File: config.mk
export PLATFORM = sky130hd
export DESIGN_NAME = aesbm_ctrl
export DESIGN_NICKNAME = d
export VERILOG_FILES = /design/src/hdl/aesbm_pkg.sv /design/src/hdl/aesbm_ctrl.sv
export SDC_FILE = /design/constraint.sdc
export NUM_CORES = 1
export LEC_CHECK = 0
export ABC_CLOCK_PERIOD_IN_PS = 4500
export BUFFER_PORTS_ARGS = -buffer_cell sky130_fd_sc_hd__buf_4
export CAP_MARGIN = 0
export CORE_UTILIZATION = 51
export DETAILED_ROUTE_END_ITERATION = 8
export PLACE_DENSITY = 0.75
export SETUP_SLACK_MARGIN = 0.4
export SLEW_MARGIN = 20
export SYNTH_ARGS = -nofsm -noshare
export SYNTH_HDL_FRONTEND = slang
export SYNTH_SLANG_ARGS = --single-unit
File: constraint.sdc
create_clock -name clk_i -period 4.5 [get_ports clk_i]
set_input_delay 0.225 -clock clk_i [delete_from_list [all_inputs] [get_ports clk_i]]
set_output_delay 0.225 -clock clk_i [all_outputs]
set_load 0.05 [all_outputs]
File: src/hdl/aesbm_pkg.sv
`timescale 1ns / 1ps
package aesbm_pkg;

  localparam int unsigned NumRounds = 10;

  typedef enum logic [2:0] {
    MODE_ECB_ENC = 3'd0,
    MODE_ECB_DEC = 3'd1,
    MODE_CBC_ENC = 3'd2,
    MODE_CBC_DEC = 3'd3,
    MODE_CTR     = 3'd4
  } mode_e;

  typedef enum logic [2:0] {
    REG_MODE   = 3'd0,
    REG_KEY_HI = 3'd1,
    REG_KEY_LO = 3'd2,
    REG_IV_HI  = 3'd3,
    REG_IV_LO  = 3'd4
  } reg_e;

  // controller to datapath
  typedef struct packed {
    logic load;       // capture item, set up first state
    logic key_step;   // advance key schedule one round
    logic round;      // run one cipher round
    logic last;       // final round (no mix)
    logic finish;     // build result, update chain/counter
    logic key_start;  // restart key schedule from the key
  } ctrl_t;

  // datapath to controller
  typedef struct packed {
    logic decrypt;    // current item needs the inverse cipher
    logic bypass;     // unused mode, no cipher work
  } stat_t;

  function automatic logic [7:0] xt(input logic [7:0] b);
    xt = {b[6:0], 1'b0} ^ (b[7] ? 8'h1b : 8'h00);
  endfunction

  function automatic logic [7:0] gmul(input logic [7:0] a, input logic [3:0] m);
    logic [7:0] p;
    logic [7:0] x;
    p = 8'h00;
    x = a;
    for (int i = 0; i < 4; i++) begin
      if (m[i]) p = p ^ x;
      x = xt(x);
    end
    gmul = p;
  endfunction

  function automatic logic [7:0] sbox(input logic [7:0] x);
    logic [7:0] t [256];
    t = '{
      8'h63,8'h7c,8'h77,8'h7b,8'hf2,8'h6b,8'h6f,8'hc5,8'h30,8'h01,8'h67,8'h2b,8'hfe,8'hd7,8'hab,8'h76,
      8'hca,8'h82,8'hc9,8'h7d,8'hfa,8'h59,8'h47,8'hf0,8'had,8'hd4,8'ha2,8'haf,8'h9c,8'ha4,8'h72,8'hc0,
      8'hb7,8'hfd,8'h93,8'h26,8'h36,8'h3f,8'hf7,8'hcc,8'h34,8'ha5,8'he5,8'hf1,8'h71,8'hd8,8'h31,8'h15,
      8'h04,8'hc7,8'h23,8'hc3,8'h18,8'h96,8'h05,8'h9a,8'h07,8'h12,8'h80,8'he2,8'heb,8'h27,8'hb2,8'h75,
      8'h09,8'h83,8'h2c,8'h1a,8'h1b,8'h6e,8'h5a,8'ha0,8'h52,8'h3b,8'hd6,8'hb3,8'h29,8'he3,8'h2f,8'h84,
      8'h53,8'hd1,8'h00,8'hed,8'h20,8'hfc,8'hb1,8'h5b,8'h6a,8'hcb,8'hbe,8'h39,8'h4a,8'h4c,8'h58,8'hcf,
      8'hd0,8'hef,8'haa,8'hfb,8'h43,8'h4d,8'h33,8'h85,8'h45,8'hf9,8'h02,8'h7f,8'h50,8'h3c,8'h9f,8'ha8,
      8'h51,8'ha3,8'h40,8'h8f,8'h92,8'h9d,8'h38,8'hf5,8'hbc,8'hb6,8'hda,8'h21,8'h10,8'hff,8'hf3,8'hd2,
      8'hcd,8'h0c,8'h13,8'hec,8'h5f,8'h97,8'h44,8'h17,8'hc4,8'ha7,8'h7e,8'h3d,8'h64,8'h5d,8'h19,8'h73,
      8'h60,8'h81,8'h4f,8'hdc,8'h22,8'h2a,8'h90,8'h88,8'h46,8'hee,8'hb8,8'h14,8'hde,8'h5e,8'h0b,8'hdb,
      8'he0,8'h32,8'h3a,8'h0a,8'h49,8'h06,8'h24,8'h5c,8'hc2,8'hd3,8'hac,8'h62,8'h91,8'h95,8'he4,8'h79,
      8'he7,8'hc8,8'h37,8'h6d,8'h8d,8'hd5,8'h4e,8'ha9,8'h6c,8'h56,8'hf4,8'hea,8'h65,8'h7a,8'hae,8'h08,
      8'hba,8'h78,8'h25,8'h2e,8'h1c,8'ha6,8'hb4,8'hc6,8'he8,8'hdd,8'h74,8'h1f,8'h4b,8'hbd,8'h8b,8'h8a,
      8'h70,8'h3e,8'hb5,8'h66,8'h48,8'h03,8'hf6,8'h0e,8'h61,8'h35,8'h57,8'hb9,8'h86,8'hc1,8'h1d,8'h9e,
      8'he1,8'hf8,8'h98,8'h11,8'h69,8'hd9,8'h8e,8'h94,8'h9b,8'h1e,8'h87,8'he9,8'hce,8'h55,8'h28,8'hdf,
      8'h8c,8'ha1,8'h89,8'h0d,8'hbf,8'he6,8'h42,8'h68,8'h41,8'h99,8'h2d,8'h0f,8'hb0,8'h54,8'hbb,8'h16
    };
    sbox = t[x];
  endfunction

  function automatic logic [7:0] inv_sbox(input logic [7:0] x);
    logic [7:0] t [256];
    t = '{
      8'h52,8'h09,8'h6a,8'hd5,8'h30,8'h36,8'ha5,8'h38,8'hbf,8'h40,8'ha3,8'h9e,8'h81,8'hf3,8'hd7,8'hfb,
      8'h7c,8'he3,8'h39,8'h82,8'h9b,8'h2f,8'hff,8'h87,8'h34,8'h8e,8'h43,8'h44,8'hc4,8'hde,8'he9,8'hcb,
      8'h54,8'h7b,8'h94,8'h32,8'ha6,8'hc2,8'h23,8'h3d,8'hee,8'h4c,8'h95,8'h0b,8'h42,8'hfa,8'hc3,8'h4e,
      8'h08,8'h2e,8'ha1,8'h66,8'h28,8'hd9,8'h24,8'hb2,8'h76,8'h5b,8'ha2,8'h49,8'h6d,8'h8b,8'hd1,8'h25,
      8'h72,8'hf8,8'hf6,8'h64,8'h86,8'h68,8'h98,8'h16,8'hd4,8'ha4,8'h5c,8'hcc,8'h5d,8'h65,8'hb6,8'h92,
      8'h6c,8'h70,8'h48,8'h50,8'hfd,8'hed,8'hb9,8'hda,8'h5e,8'h15,8'h46,8'h57,8'ha7,8'h8d,8'h9d,8'h84,
      8'h90,8'hd8,8'hab,8'h00,8'h8c,8'hbc,8'hd3,8'h0a,8'hf7,8'he4,8'h58,8'h05,8'hb8,8'hb3,8'h45,8'h06,
      8'hd0,8'h2c,8'h1e,8'h8f,8'hca,8'h3f,8'h0f,8'h02,8'hc1,8'haf,8'hbd,8'h03,8'h01,8'h13,8'h8a,8'h6b,
      8'h3a,8'h91,8'h11,8'h41,8'h4f,8'h67,8'hdc,8'hea,8'h97,8'hf2,8'hcf,8'hce,8'hf0,8'hb4,8'he6,8'h73,
      8'h96,8'hac,8'h74,8'h22,8'he7,8'had,8'h35,8'h85,8'he2,8'hf9,8'h37,8'he8,8'h1c,8'h75,8'hdf,8'h6e,
      8'h47,8'hf1,8'h1a,8'h71,8'h1d,8'h29,8'hc5,8'h89,8'h6f,8'hb7,8'h62,8'h0e,8'haa,8'h18,8'hbe,8'h1b,
      8'hfc,8'h56,8'h3e,8'h4b,8'hc6,8'hd2,8'h79,8'h20,8'h9a,8'hdb,8'hc0,8'hfe,8'h78,8'hcd,8'h5a,8'hf4,
      8'h1f,8'hdd,8'ha8,8'h33,8'h88,8'h07,8'hc7,8'h31,8'hb1,8'h12,8'h10,8'h59,8'h27,8'h80,8'hec,8'h5f,
      8'h60,8'h51,8'h7f,8'ha9,8'h19,8'hb5,8'h4a,8'h0d,8'h2d,8'he5,8'h7a,8'h9f,8'h93,8'hc9,8'h9c,8'hef,
      8'ha0,8'he0,8'h3b,8'h4d,8'hae,8'h2a,8'hf5,8'hb0,8'hc8,8'heb,8'hbb,8'h3c,8'h83,8'h53,8'h99,8'h61,
      8'h17,8'h2b,8'h04,8'h7e,8'hba,8'h77,8'hd6,8'h26,8'he1,8'h69,8'h14,8'h63,8'h55,8'h21,8'h0c,8'h7d
    };
    inv_sbox = t[x];
  endfunction

  // byte i of a 128-bit block, byte 0 most significant
  function automatic logic [7:0] get_byte(input logic [127:0] s, input int i);
    get_byte = s[127-8*i -: 8];
  endfunction

  // one forward key schedule step; rc is the round constant
  function automatic logic [127:0] key_fwd(input logic [127:0] k, input logic [7:0] rc);
    logic [31:0] w0, w1, w2, w3, t;
    {w0, w1, w2, w3} = k;
    t = {sbox(w3[23:16]) ^ rc, sbox(w3[15:8]), sbox(w3[7:0]), sbox(w3[31:24])};
    w0 = w0 ^ t;
    w1 = w1 ^ w0;
    w2 = w2 ^ w1;
    w3 = w3 ^ w2;
    key_fwd = {w0, w1, w2, w3};
  endfunction

  // one reverse key schedule step (undoes key_fwd with the same rc)
  function automatic logic [127:0] key_rev(input logic [127:0] k, input logic [7:0] rc);
    logic [31:0] w0, w1, w2, w3, t;
    {w0, w1, w2, w3} = k;
    w3 = w3 ^ w2;
    w2 = w2 ^ w1;
    w1 = w1 ^ w0;
    t = {sbox(w3[23:16]) ^ rc, sbox(w3[15:8]), sbox(w3[7:0]), sbox(w3[31:24])};
    w0 = w0 ^ t;
    key_rev = {w0, w1, w2, w3};
  endfunction

  function automatic logic [7:0] rc_next(input logic [7:0] rc);
    rc_next = xt(rc);
  endfunction

  // inverse of xt over the round constants in use
  function automatic logic [7:0] rc_prev(input logic [7:0] rc);
    rc_prev = rc[0] ? ({1'b1, rc[7:1]} ^ 8'h0d) : {1'b0, rc[7:1]};
  endfunction

  function automatic logic [127:0] enc_round(input logic [127:0] s, input logic last);
    logic [7:0] t [16];
    logic [127:0] r;
    for (int c = 0; c < 4; c++) begin
      for (int rr = 0; rr < 4; rr++) begin
        t[rr+4*c] = sbox(get_byte(s, rr + 4*((c + rr) % 4)));
      end
    end
    for (int c = 0; c < 4; c++) begin
      if (last) begin
        r[127-32*c -: 32] = {t[4*c], t[4*c+1], t[4*c+2], t[4*c+3]};
      end else begin
        r[127-32*c -: 32] = {
          gmul(t[4*c],4'd2) ^ gmul(t[4*c+1],4'd3) ^ t[4*c+2] ^ t[4*c+3],
          t[4*c] ^ gmul(t[4*c+1],4'd2) ^ gmul(t[4*c+2],4'd3) ^ t[4*c+3],
          t[4*c] ^ t[4*c+1] ^ gmul(t[4*c+2],4'd2) ^ gmul(t[4*c+3],4'd3),
          gmul(t[4*c],4'd3) ^ t[4*c+1] ^ t[4*c+2] ^ gmul(t[4*c+3],4'd2)};
      end
    end
    enc_round = r;
  endfunction

  // inverse shift and substitution; the optional inverse mix after key add is inv_mix
  function automatic logic [127:0] dec_sub(input logic [127:0] s);
    logic [7:0] t [16];
    logic [127:0] r;
    for (int c = 0; c < 4; c++) begin
      for (int rr = 0; rr < 4; rr++) begin
        t[rr + 4*((c + rr) % 4)] = inv_sbox(get_byte(s, rr + 4*c));
      end
    end
    for (int i = 0; i < 16; i++) r[127-8*i -: 8] = t[i];
    dec_sub = r;
  endfunction

  function automatic logic [127:0] inv_mix(input logic [127:0] s);
    logic [7:0] a0, a1, a2, a3;
    logic [127:0] r;
    for (int c = 0; c < 4; c++) begin
      a0 = get_byte(s, 4*c);
      a1 = get_byte(s, 4*c+1);
      a2 = get_byte(s, 4*c+2);
      a3 = get_byte(s, 4*c+3);
      r[127-32*c -: 32] = {
        gmul(a0,4'd14) ^ gmul(a1,4'd11) ^ gmul(a2,4'd13) ^ gmul(a3,4'd9),
        gmul(a0,4'd9) ^ gmul(a1,4'd14) ^ gmul(a2,4'd11) ^ gmul(a3,4'd13),
        gmul(a0,4'd13) ^ gmul(a1,4'd9) ^ gmul(a2,4'd14) ^ gmul(a3,4'd11),
        gmul(a0,4'd11) ^ gmul(a1,4'd13) ^ gmul(a2,4'd9) ^ gmul(a3,4'd14)};
    end
    inv_mix = r;
  endfunction

endpackage

File: src/hdl/aesbm_ctrl.sv
`timescale 1ns / 1ps
module aesbm_ctrl
  import aesbm_pkg::*;
(
  input  logic  clk_i,
  input  logic  rst_ni,
  input  logic  in_valid_i,
  output logic  in_ready_o,
  output logic  out_valid_o,
  input  logic  out_ready_i,
  input  logic  key_write_i,
  input  stat_t stat_i,
  output ctrl_t ctrl_o
);

  typedef enum logic [4:0] {
    ST_IDLE  = 5'b00001,
    ST_KEY   = 5'b00010,
    ST_RUN   = 5'b00100,
    ST_DONE  = 5'b01000,
    ST_OUT   = 5'b10000
  } state_e;

  state_e state_q, state_d;
  logic [3:0] cnt_q, cnt_d;
  // decrypt key (last round key) is valid for the current key
  logic dkey_ok_q, dkey_ok_d;
  logic need_key;

  // hold off decrypt items until the last round key is ready
  assign need_key    = stat_i.decrypt && !dkey_ok_q;
  assign in_ready_o  = !need_key &&
                       ((state_q == ST_IDLE) || (state_q == ST_OUT && out_ready_i));
  assign out_valid_o = (state_q == ST_OUT);

  // sequence one item through load, ten rounds (none in an unused mode) and finish
  always_comb begin
    logic take;
    take = in_valid_i && in_ready_o;
    state_d = state_q;
    cnt_d = cnt_q;
    dkey_ok_d = dkey_ok_q && !key_write_i;
    ctrl_o = '0;
    case (state_q)
      ST_IDLE, ST_OUT: begin
        if (state_q == ST_OUT && out_ready_i) state_d = ST_IDLE;
        if (take) begin
          ctrl_o.load = 1'b1;
          state_d = ST_RUN;
          cnt_d = '0;
        end else if (state_q == ST_IDLE && need_key && !key_write_i) begin
          // start the key walk from the stored key
          ctrl_o.key_start = 1'b1;
          state_d = ST_KEY;
          cnt_d = '0;
        end
      end
      ST_KEY: begin
        if (key_write_i) begin
          // drop the walk, the key is changing
          state_d = ST_IDLE;
          cnt_d = '0;
        end else begin
          // walk key forward to the last round key for decryption
          ctrl_o.key_step = 1'b1;
          cnt_d = cnt_q + 4'd1;
          if (cnt_q == 4'(NumRounds - 1)) begin
            dkey_ok_d = 1'b1;
            state_d = ST_IDLE;
            cnt_d = '0;
          end
        end
      end
      ST_RUN: begin
        if (stat_i.bypass) begin
          state_d = ST_DONE;
        end else begin
          ctrl_o.round = 1'b1;
          ctrl_o.last = (cnt_q == 4'(NumRounds - 1));
          cnt_d = cnt_q + 4'd1;
          if (ctrl_o.last) state_d = ST_DONE;
        end
      end
      ST_DONE: begin
        ctrl_o.finish = 1'b1;
        state_d = ST_OUT;
      end
      default: state_d = ST_IDLE;
    endcase
  end

  always_ff @(posedge clk_i or negedge rst_ni) begin
    if (!rst_ni) begin
      state_q <= ST_IDLE;
      cnt_q <= '0;
      dkey_ok_q <= 1'b0;
    end else begin
      state_q <= state_d;
      cnt_q <= cnt_d;
      dkey_ok_q <= dkey_ok_d;
    end
  end

endmodule

==> qor.txt, run 1 <==
Status - complete, no violations
Die X - 39.5 um
Asr flop ratio synth - 1.00
Die height - 39.5 um
Synth Area per Inst - 8.64 sq um
Post-synth EDFFs - 0
Clk buf depth - 2
Initial antenna violation count - 0
Clock Latency Late Sink - 0.27 ns
Synth top cells by count - dfrtp_1 (9), inv_1 (6), nand2_1 (6), nor2_1 (6), nor3_1 (6)
Top FF cell, synth - dfrtp_1
Antenna Nets Post-Route - 0
Fillers - 121
M2 GR Usage - 0.365
Mapped Cells - 83
Row Count - 13
Pleak - 0.442 nW
Grt ovf - 0
Post-CTS Hold Fix Bufs - 1
Layout cells sized above 1 - 0.260
1st-iter DRT viols - 12
Starting density of the core - 0.551
Die area - 1560 sq um
GR Util All Layers - 0.232
Top cells by area, synth - dfrtp_1 (31%), nand2b_1 (4.4%), nor3_1 (4.2%)
Count leader, synth - dfrtp_1
WP data required - 4.66 ns
Data arrival, critical path - 2.27 ns
Synth Warn # - 0
H-tree level count - 1
CP dominant cell by count - or3_4
Port bufs - 14
Cells resized by post-CTS repair - 0
Clock slew at reported path FFs - 0.07 ns
Critical Path End Type - flop
Hold Slack - 0.128 ns
Total number of vias - 629
RSZ-0062 raised after global routing - no
Clock root buffer - clkbuf_4
Setup TNS - 0 ns
Syn Nets - 92
VDD IR-drop max - 0.279 mV
Max-slew violation count - 0
Worst path slowest cell - dfrtp_1
I/O pin count - 15
Global-route wire length before repair - 2.41 mm
Worst slew pin tran - 0.557 ns
# setup viols final - 0
Unique masters post-synth - 38
Synth Cell Area - 717 sq um
Max Fclk - 474 MHz
Via density - 5.67
Minimum clock period - 2.11 ns
Startpoint type of the worst setup path - flop
CTS Buf Count - 3
Final core utilization - 0.652
Seq/Total Area, Yosys - 0.351
Register bit total from synthesis - 10
Yosys top cell area share - 0.314
DRT Pass-1 Iters - 4
Pin count of the biggest net entering global routing - 11
Met1 usage - 0.304
Area of the core - 1300 sq um
Met3 Usage GRT - 0.0511
Inserted Diodes - 0
GP Congestion - 0.833
Number of remaining DRC errors - 0
Final HPWL from detailed placement - 1.14 mm
Storage cell area - 251 sq um
Vias in the first global route - 560
TritonCTS clock tree - built
Worst Hold Class - in2reg
Crit path max fanout - 9
Cell taking the most area after synthesis - dfrtp_1
Tcrit/Tclk final - 0.469
Final net count - 106
Slew HR - 0.626
Worst Skew - 0.00942 ns
Post-CTS Setup Bufs - 0
Fin. Hold Viols - 0
Max-Cap Viols - 0
Multi-input logic area - 404 sq um
WL/cell - 13.4 um
Critical path class - reg2reg
Routed wire length - 1.49 mm
Top Usage Layer GRT - met2
Clock sinks - 10
Pwr dens - 494 nW/um^2
Crit path cell chain - or3_4 -> or3_4 -> and3_4 -> or2_4 -> a211o_1
Area Overhead vs Synth - 18.3%
Largest stage delay on the critical path - 0.47 ns
## report_power, final
group          internal, mW  switching [mW]  leakage (nW)
registers             0.106          0.0246         0.135
clock network        0.0491          0.0317        0.0210
logic                0.0901           0.118         0.287
total                 0.245           0.174         0.442
## per-stage QoR
stage / area, sq um / setup slack [ns] / power, mW / cells
after floorplan: 717 / 2.28 / 0.298 / 83
after global placement: 802 / 2.46 / 0.333 / 106
after detailed placement: 802 / 2.39 / 0.338 / 106
after CTS: 848 / 2.39 / 0.419 / 111
after global routing: 848 / 2.31 / 0.450 / 111
final: 848 / 2.39 / 0.419 / 111
## per-layer routing
layer | wire (um) | vias to the layer above
met4 | 29 | 0
met3 | 62 | 5
met1 | 708 | 293
li1 | - | 317
met5 | 0 | -
met2 | 690 | 14
## layout by cell type, fill, tap and decap left out, drive strengths merged, types with 2 or more instances in the layout
cell type  instances
a211o              2
a21o               2
a21oi              2
and3               2
buf               14
clkbuf             4
dfrtp              9
ha                 2
inv                6
nand2              6
nand2b             5
nand3b             3
nor2               6
nor3               6
o21ai              3
o22ai              2
or2                2
or3                2
xor2               2
## cell families after synthesis
| logic type | after synthesis | share of synthesized area |
|---|---|---|
| compound gates | 17 | 0.164 |
| xor+xnor | 2 | 0.0244 |
| fa+ha+maj | 2 | 0.0349 |
| buf+inv | 12 | 0.0855 |
| flops | 10 | 0.351 |
| simple gates | 40 | 0.340 |
## sequential cells by signal (all words and copies together) (netlist names)
name	count
cnt_q	4
dkey_ok_q	1
state_q	5
## cell type report
cell class                      count  share of cell area
Tap cell                           15              0.0221
Multi-Input combinational cell     61               0.476
Sequential cell                    10               0.296
Clock buffer                        4              0.0428
Timing Repair Buffer               15               0.136
Inverter                            6              0.0265
## worst max-delay path, delay by kind of cell, from the launching register on
| family | cells | cell delay [ns] |
|---|---|---|
| simple gates | 4 | 1.23 |
| flops | 1 | 0.47 |
| compound gates | 1 | 0.30 |
## path summary, 6_finish.rpt
check | start | end | slack (ns) | cells past startpoint
max | state_q[4] | cnt_q[2] | 2.39 | 5
min reg2reg | dkey_ok_q | dkey_ok_q | 0.52 | 2
max in group asynchronous | rst_ni | state_q[0] | 3.97 | 2
max reg2reg | state_q[4] | cnt_q[2] | 2.39 | 5
min | key_write_i | dkey_ok_q | 0.13 | 2
min in group asynchronous | rst_ni | cnt_q[2] | 0.31 | 2
(Power assumes the default switching activity.)
==> run 2: changes to the inputs <==
Settings changed: ABC_CLOCK_PERIOD_IN_PS 4500 to 1800, CORE_UTILIZATION 51 to 47, PLACE_DENSITY 0.75 to 0.73.
Clock period 4.5 ns to 1.8 ns, I/O delays scaled along.
==> run 2 against run 1 <==
The run now ends with setup timing left. Cell count rose by 15%. Via count rose by 18%. Count of clock-buffer cells in the layout did not move. Worst setup slack got worse by 2.5 ns. Clock skew fell by 0.0031 ns. Largest cell class unchanged. Register-to-register slack got worse by 2.5 ns.
==> qor.txt, run 2 (same netlist as run 1, synthesis figures left out) <==
Status - finished with violations (was complete, no violations)
Violated checks - setup timing
Data arrival, critical path - 2.03 ns (was 2.27 ns)
Clock Latency Late Sink - 0.27 ns (about the same)
Critical path class - reg2reg (unchanged)
Area of the core - 1370 sq um (was 1300 sq um)
Crit path max fanout - 4 (was 9)
Inserted Diodes - 0 (unchanged)
GP Congestion - 0.837 (was 0.833)
Fin. Hold Viols - 0 (unchanged)
CTS Buf Count - 3 (unchanged)
Finished Cell Area - 1110 sq um (was 848 sq um)
VDD IR-drop max - 0.756 mV (was 0.279 mV)
Row Count - 13 (unchanged)
Worst Hold Class - in2reg (unchanged)
Global-route wire length before repair - 2.70 mm (was 2.41 mm)
Worst Skew - 0.00633 ns (was 0.00942 ns)
Storage cell area - 253 sq um (was 251 sq um)
Worst slew pin tran - 0.317 ns (was 0.557 ns)
H-tree level count - 1 (unchanged)
Tcrit/Tclk final - 1.04 (was 0.469)
Pin count of the biggest net entering global routing - 11 (unchanged)
Max-Cap Viols - 0 (unchanged)
Pleak - 0.536 nW (was 0.442 nW)
Layout Cells excl Fill - 128 (was 111)
Final worst slack - -0.0672 ns (was 2.39 ns)
GR Util All Layers - 0.252 (was 0.232)
TritonCTS clock tree - built (unchanged)
Commonest cells after routing, fill and taps aside - buf_4 (20), buf_6 (9), dfrtp_1 (8) (was buf_4 (14), dfrtp_1 (9))
Area Overhead vs Synth - 55.3% (was 18.3%)
Pwr dens - 1160 nW/um^2 (was 494 nW/um^2)
Die area - 1690 sq um (was 1560 sq um)
Setup TNS - -0.291 ns (was 0 ns)
Max reg flops - 5 (unchanged)
Cell Area, Placed - 921 sq um (was 802 sq um)
WP data required - 1.96 ns (was 4.66 ns)
Minimum clock period - 1.87 ns (was 2.11 ns)
Startpoint type of the worst setup path - flop (unchanged)
Final HPWL from detailed placement - 1.26 mm (was 1.14 mm)
DRT Pass-1 Iters - 4 (unchanged)
Die X - 41.1 um (was 39.5 um)
Pre-CTS WS - -0.127 ns (was 2.39 ns)
Starting density of the core - 0.525 (was 0.551)
Multi-input logic area - 498 sq um (was 404 sq um)
Die height - 41.1 um (was 39.5 um)
Clock slew at reported path FFs - 0.07 ns (about the same)
# setup viols final - 5 (was 0)
Fillers - 85 (was 121)
Clk buf depth - 2 (unchanged)
Slew HR - 0.788 (was 0.626)
Port bufs - 14 (unchanged)
Vias in the first global route - 627 (was 560)
Clock sinks - 10 (unchanged)
Grt ovf - 0 (unchanged)
Total number of vias - 742 (was 629)
Number of remaining DRC errors - 0 (unchanged)
Biggest register - state_q (unchanged)
Via density - 5.80 (was 5.67)
RSZ-0062 raised after global routing - yes (was no)
Antenna Nets Post-Route - 0 (unchanged)
Dpl cells - 119 (was 106)
WL/cell - 16.5 um (was 13.4 um)
Routed wire length - 2.11 mm (was 1.49 mm)
Final net count - 123 (was 106)
Clock root buffer - clkbuf_4 (unchanged)
Max Fclk - 536 MHz (was 474 MHz)
1st-iter DRT viols - 31 (was 12)
Biggest regs - state_q x5, cnt_q x4, dkey_ok_q x1 (unchanged)
Layout cells sized above 1 - 0.487 (was 0.260)
Critical Path End Type - flop (unchanged)
Max-slew violation count - 0 (unchanged)
Initial antenna violation count - 0 (unchanged)
Most common cell after layout, fill and taps aside - buf_4 (unchanged)
Reg-to-reg slack, setup - -0.07 ns (was 2.39 ns)
I/O pin count - 15 (unchanged)
Final core utilization - 0.815 (was 0.652)
## run 2: cell count changes in the layout (fill, tap and decap cells not counted), sizes merged
cell	previous run	this run
clkinvlp	0	1
buf	14	31
inv	6	5
## run 2: final timing paths
check	from	cells after the start	endpoint
max	state_q[3]	5	cnt_q[3]
min	key_write_i	2	dkey_ok_q
max reg2reg	state_q[3]	5	cnt_q[3]
min reg2reg	cnt_q[1]	2	cnt_q[1]
max in group asynchronous	rst_ni	2	state_q[0]
min in group asynchronous	rst_ni	2	cnt_q[2]
## run 2: what timing repair did
item / in CTS / in global routing
endpoints found under the setup margin: 15 / 16
hold buffers: 1 / 0
setup buffers: 2 / 2
hold endpoints to repair: 10 / 0
gates resized for setup: 26 / 4
pin swaps: 7 / 2
## run 2: critical path: stages, from the launching register on
cell	delay, ns
dfrtp_1	0.38
or3_4	0.37
or3_4	0.34
and3_4	0.18
or2_4	0.24
a211o_1	0.25
## run 2: area by class of cell
cell class | instances | area share
Inverter | 6 | 0.0236
Timing Repair Buffer | 32 | 0.262
Multi-Input combinational cell | 61 | 0.447
Tap cell | 15 | 0.0169
Clock buffer | 4 | 0.0236
Sequential cell | 10 | 0.227
## run 2: stage by stage
stage | power, mW | hold WS [ns]
floorplan | 0.779 | -0.206
global placement | 0.972 | -0.0750
detailed placement | 0.980 | -0.0697
CTS | 1.25 | 0.00930
global route | 1.36 | 0.00871
finish | 1.30 | 0.0173
## run 2: metal layers
layer  wire length, um  vias up  global-route usage
met5                 0        -                   0
met4                20        0              0.0917
li1                  -      351                   -
met3               117        4              0.0435
met1               929      357               0.322
met2              1050       30               0.418
## run 2: report_power, final
| group | internal (mW) | leakage [nW] | switching (mW) |
|---|---|---|---|
| clock | 0.0858 | 0.0150 | 0.0857 |
| combinational | 0.395 | 0.388 | 0.434 |
| sequential | 0.264 | 0.133 | 0.0300 |
| total | 0.745 | 0.536 | 0.550 |
==> run 3: changes to the inputs <==
Settings changed: CAP_MARGIN 0 to 10, REMOVE_ABC_BUFFERS from default to 1, TNS_END_PERCENT from default to 20.
==> run 3 against run 2 <==
The flow still finishes with violations (setup timing). Register-to-register slack lost 0.04 ns. Worst setup slack got worse by 0.045 ns. Combinational power shrank 3.1%. Cell count decreased by 2.3%. Flip-flop and latch count is the same. Count of clock-buffer cells in the layout stayed put. Critical path depth stayed put. Final area shrank 3.9%. Total power increased by 0.35%. Sequential power hardly changed. Wire length shrank 14%. Critical endpoint is now cnt_q[2].
==> qor.txt, run 3 (same netlist as run 1, synthesis figures left out) <==
Port bufs - 14 (unchanged)
Multi-input logic area - 477 sq um (was 498 sq um)
Die area - 1690 sq um (unchanged)
# setup viols final - 5 (unchanged)
Initial antenna violation count - 0 (unchanged)
Vias in the first global route - 595 (was 627)
Clock sinks - 10 (unchanged)
Worst Hold End - state_q[4] (was dkey_ok_q)
Row Count - 13 (unchanged)
Fin. Hold Viols - 0 (unchanged)
DRT Pass-1 Iters - 4 (unchanged)
Worst Hold Class - in2reg (unchanged)
Status - finished with violations (unchanged)
Crit path max fanout - 4 (unchanged)
Worst Skew - 0.00122 ns (was 0.00633 ns)
I/O pin count - 15 (unchanged)
Biggest regs - state_q x5, cnt_q x4, dkey_ok_q x1 (unchanged)
Layout cells sized above 1 - 0.464 (was 0.487)
GR Util All Layers - 0.248 (was 0.252)
FF-to-FF End - cnt_q[2] (was cnt_q[3])
Biggest register - state_q (unchanged)
Die X - 41.1 um (unchanged)
Routed wire length - 1.83 mm (was 2.11 mm)
Reg-to-reg slack, setup - -0.11 ns (was -0.07 ns)
Pleak - 0.530 nW (was 0.536 nW)
Data arrival, critical path - 2.07 ns (was 2.03 ns)
WP data required - 1.96 ns (about the same)
Min-delay src - out_ready_i (was key_write_i)
Cell Area, Placed - 900 sq um (was 921 sq um)
Clk buf depth - 2 (unchanged)
Minimum clock period - 1.91 ns (was 1.87 ns)
Most common cell after layout, fill and taps aside - buf_4 (unchanged)
Worst slew pin tran - 0.318 ns (was 0.317 ns)
Final net count - 120 (was 123)
Starting density of the core - 0.525 (unchanged)
Pwr dens - 1210 nW/um^2 (was 1160 nW/um^2)
Fillers - 93 (was 85)
Critical Path End Type - flop (unchanged)
Global-route wire length before repair - 2.61 mm (was 2.70 mm)
Area Overhead vs Synth - 49.2% (was 55.3%)
Pre-CTS WS - -0.142 ns (was -0.127 ns)
TritonCTS clock tree - built (unchanged)
Inserted Diodes - 0 (unchanged)
Max reg flops - 5 (unchanged)
Max-slew violation count - 0 (unchanged)
Startpoint type of the worst setup path - flop (unchanged)
WL/cell - 14.6 um (was 16.5 um)
Die height - 41.1 um (unchanged)
Hold Slack - 0.0299 ns (was 0.0173 ns)
Post-CTS Setup Bufs - 0 (was 2)
R2r worst-path depth - 5 (unchanged)
Antenna Nets Post-Route - 0 (unchanged)
Area of the core - 1370 sq um (unchanged)
CTS Buf Count - 3 (unchanged)
Number of remaining DRC errors - 0 (unchanged)
Clock root buffer - clkbuf_4 (unchanged)
Tcrit/Tclk final - 1.06 (was 1.04)
RSZ-0062 raised after global routing - yes (unchanged)
1st-iter DRT viols - 22 (was 31)
Grt ovf - 0 (unchanged)
H-tree level count - 1 (unchanged)
Commonest cells after routing, fill and taps aside - buf_4 (18), dfrtp_1 (9), buf_6 (7) (was buf_4 (20), buf_6 (9), dfrtp_1 (8))
Clock Latency Late Sink - 0.27 ns (about the same)
Final HPWL from detailed placement - 1.23 mm (was 1.26 mm)
Hold depth - 2 (unchanged)
Setup TNS - -0.336 ns (was -0.291 ns)
Total number of vias - 705 (was 742)
VDD IR-drop max - 0.777 mV (was 0.756 mV)
Violated checks - setup timing (unchanged)
Finished Cell Area - 1070 sq um (was 1110 sq um)
Max-Cap Viols - 0 (unchanged)
Pin count of the biggest net entering global routing - 11 (unchanged)
Clock slew at reported path FFs - 0.06 ns (was 0.07 ns)
R2r startpoint - state_q[0] (was state_q[3])
Storage cell area - 251 sq um (was 253 sq um)
Final worst slack - -0.112 ns (was -0.0672 ns)
Slew HR - 0.788 (about the same)
Max Fclk - 523 MHz (was 536 MHz)
Via density - 5.64 (was 5.80)
GP Congestion - 0.791 (was 0.837)
Critical path class - reg2reg (unchanged)
==> run 3: per-stage QoR <==
| stage | cells | total power, mW | utilization |
|---|---|---|---|
| after floorplan | 77 | 0.720 | - |
| final | 125 | 1.30 | 0.783 |
| after global routing | 125 | 1.38 | 0.783 |
| after CTS | 125 | 1.26 | 0.759 |
| after global placement | 119 | 0.973 | 0.658 |
| after detailed placement | 119 | 0.978 | 0.658 |
==> run 3: repair_timing <==
item / 4_1_cts / 5_1_grt
gates resized for setup: 22 / 7
pin swaps: 9 / 6
endpoints found under the setup margin: 14 / 16
gates cloned: 0 / 0
hold buffers: 2 / 0
hold endpoints to repair: 11 / 0
==> run 3: critical path: stages (launching register included) <==
cell and delay [ns]:
dfstp_2 0.37, or3_4 0.38, or3_4 0.34, and3_4 0.18
or2_4 0.25, a211o_1 0.29
==> run 3: report_power, final <==
group / internal, mW / switching [mW]
clock: 0.123 / 0.0795
sequential: 0.263 / 0.0314
combinational: 0.384 / 0.419
==> run 3: layout make-up <==
| class | count | area share |
|---|---|---|
| flip-flops and latches | 10 | 0.235 |
| multi-input cells | 61 | 0.446 |
| repair buffers | 29 | 0.247 |
| inverters | 6 | 0.0211 |
| clock buffers | 4 | 0.0339 |
| well taps | 15 | 0.0175 |
==> run 3: worst max path at each step <==
stage,startpoint,depth (start not counted),slack [ns],endpoint
2_1_floorplan,state_q[4],3,-0.39,state_q[4]
3_3_place_gp,state_q[3],5,-0.11,cnt_q[3]
3_5_place_dp,state_q[3],5,-0.14,cnt_q[2]
4_1_cts,state_q[0],5,-0.11,cnt_q[3]
5_1_grt,state_q[0],5,-0.13,cnt_q[2]
6_report,state_q[0],5,-0.11,cnt_q[2]
==> run 3: metal layers <==
metal,global-route usage,share of wire,up-vias
li1,-,-,347
met3,0.103,0.054,4
met2,0.402,0.51,22
met4,0.0500,0.0055,0
met1,0.305,0.43,332
met5,0,0,-
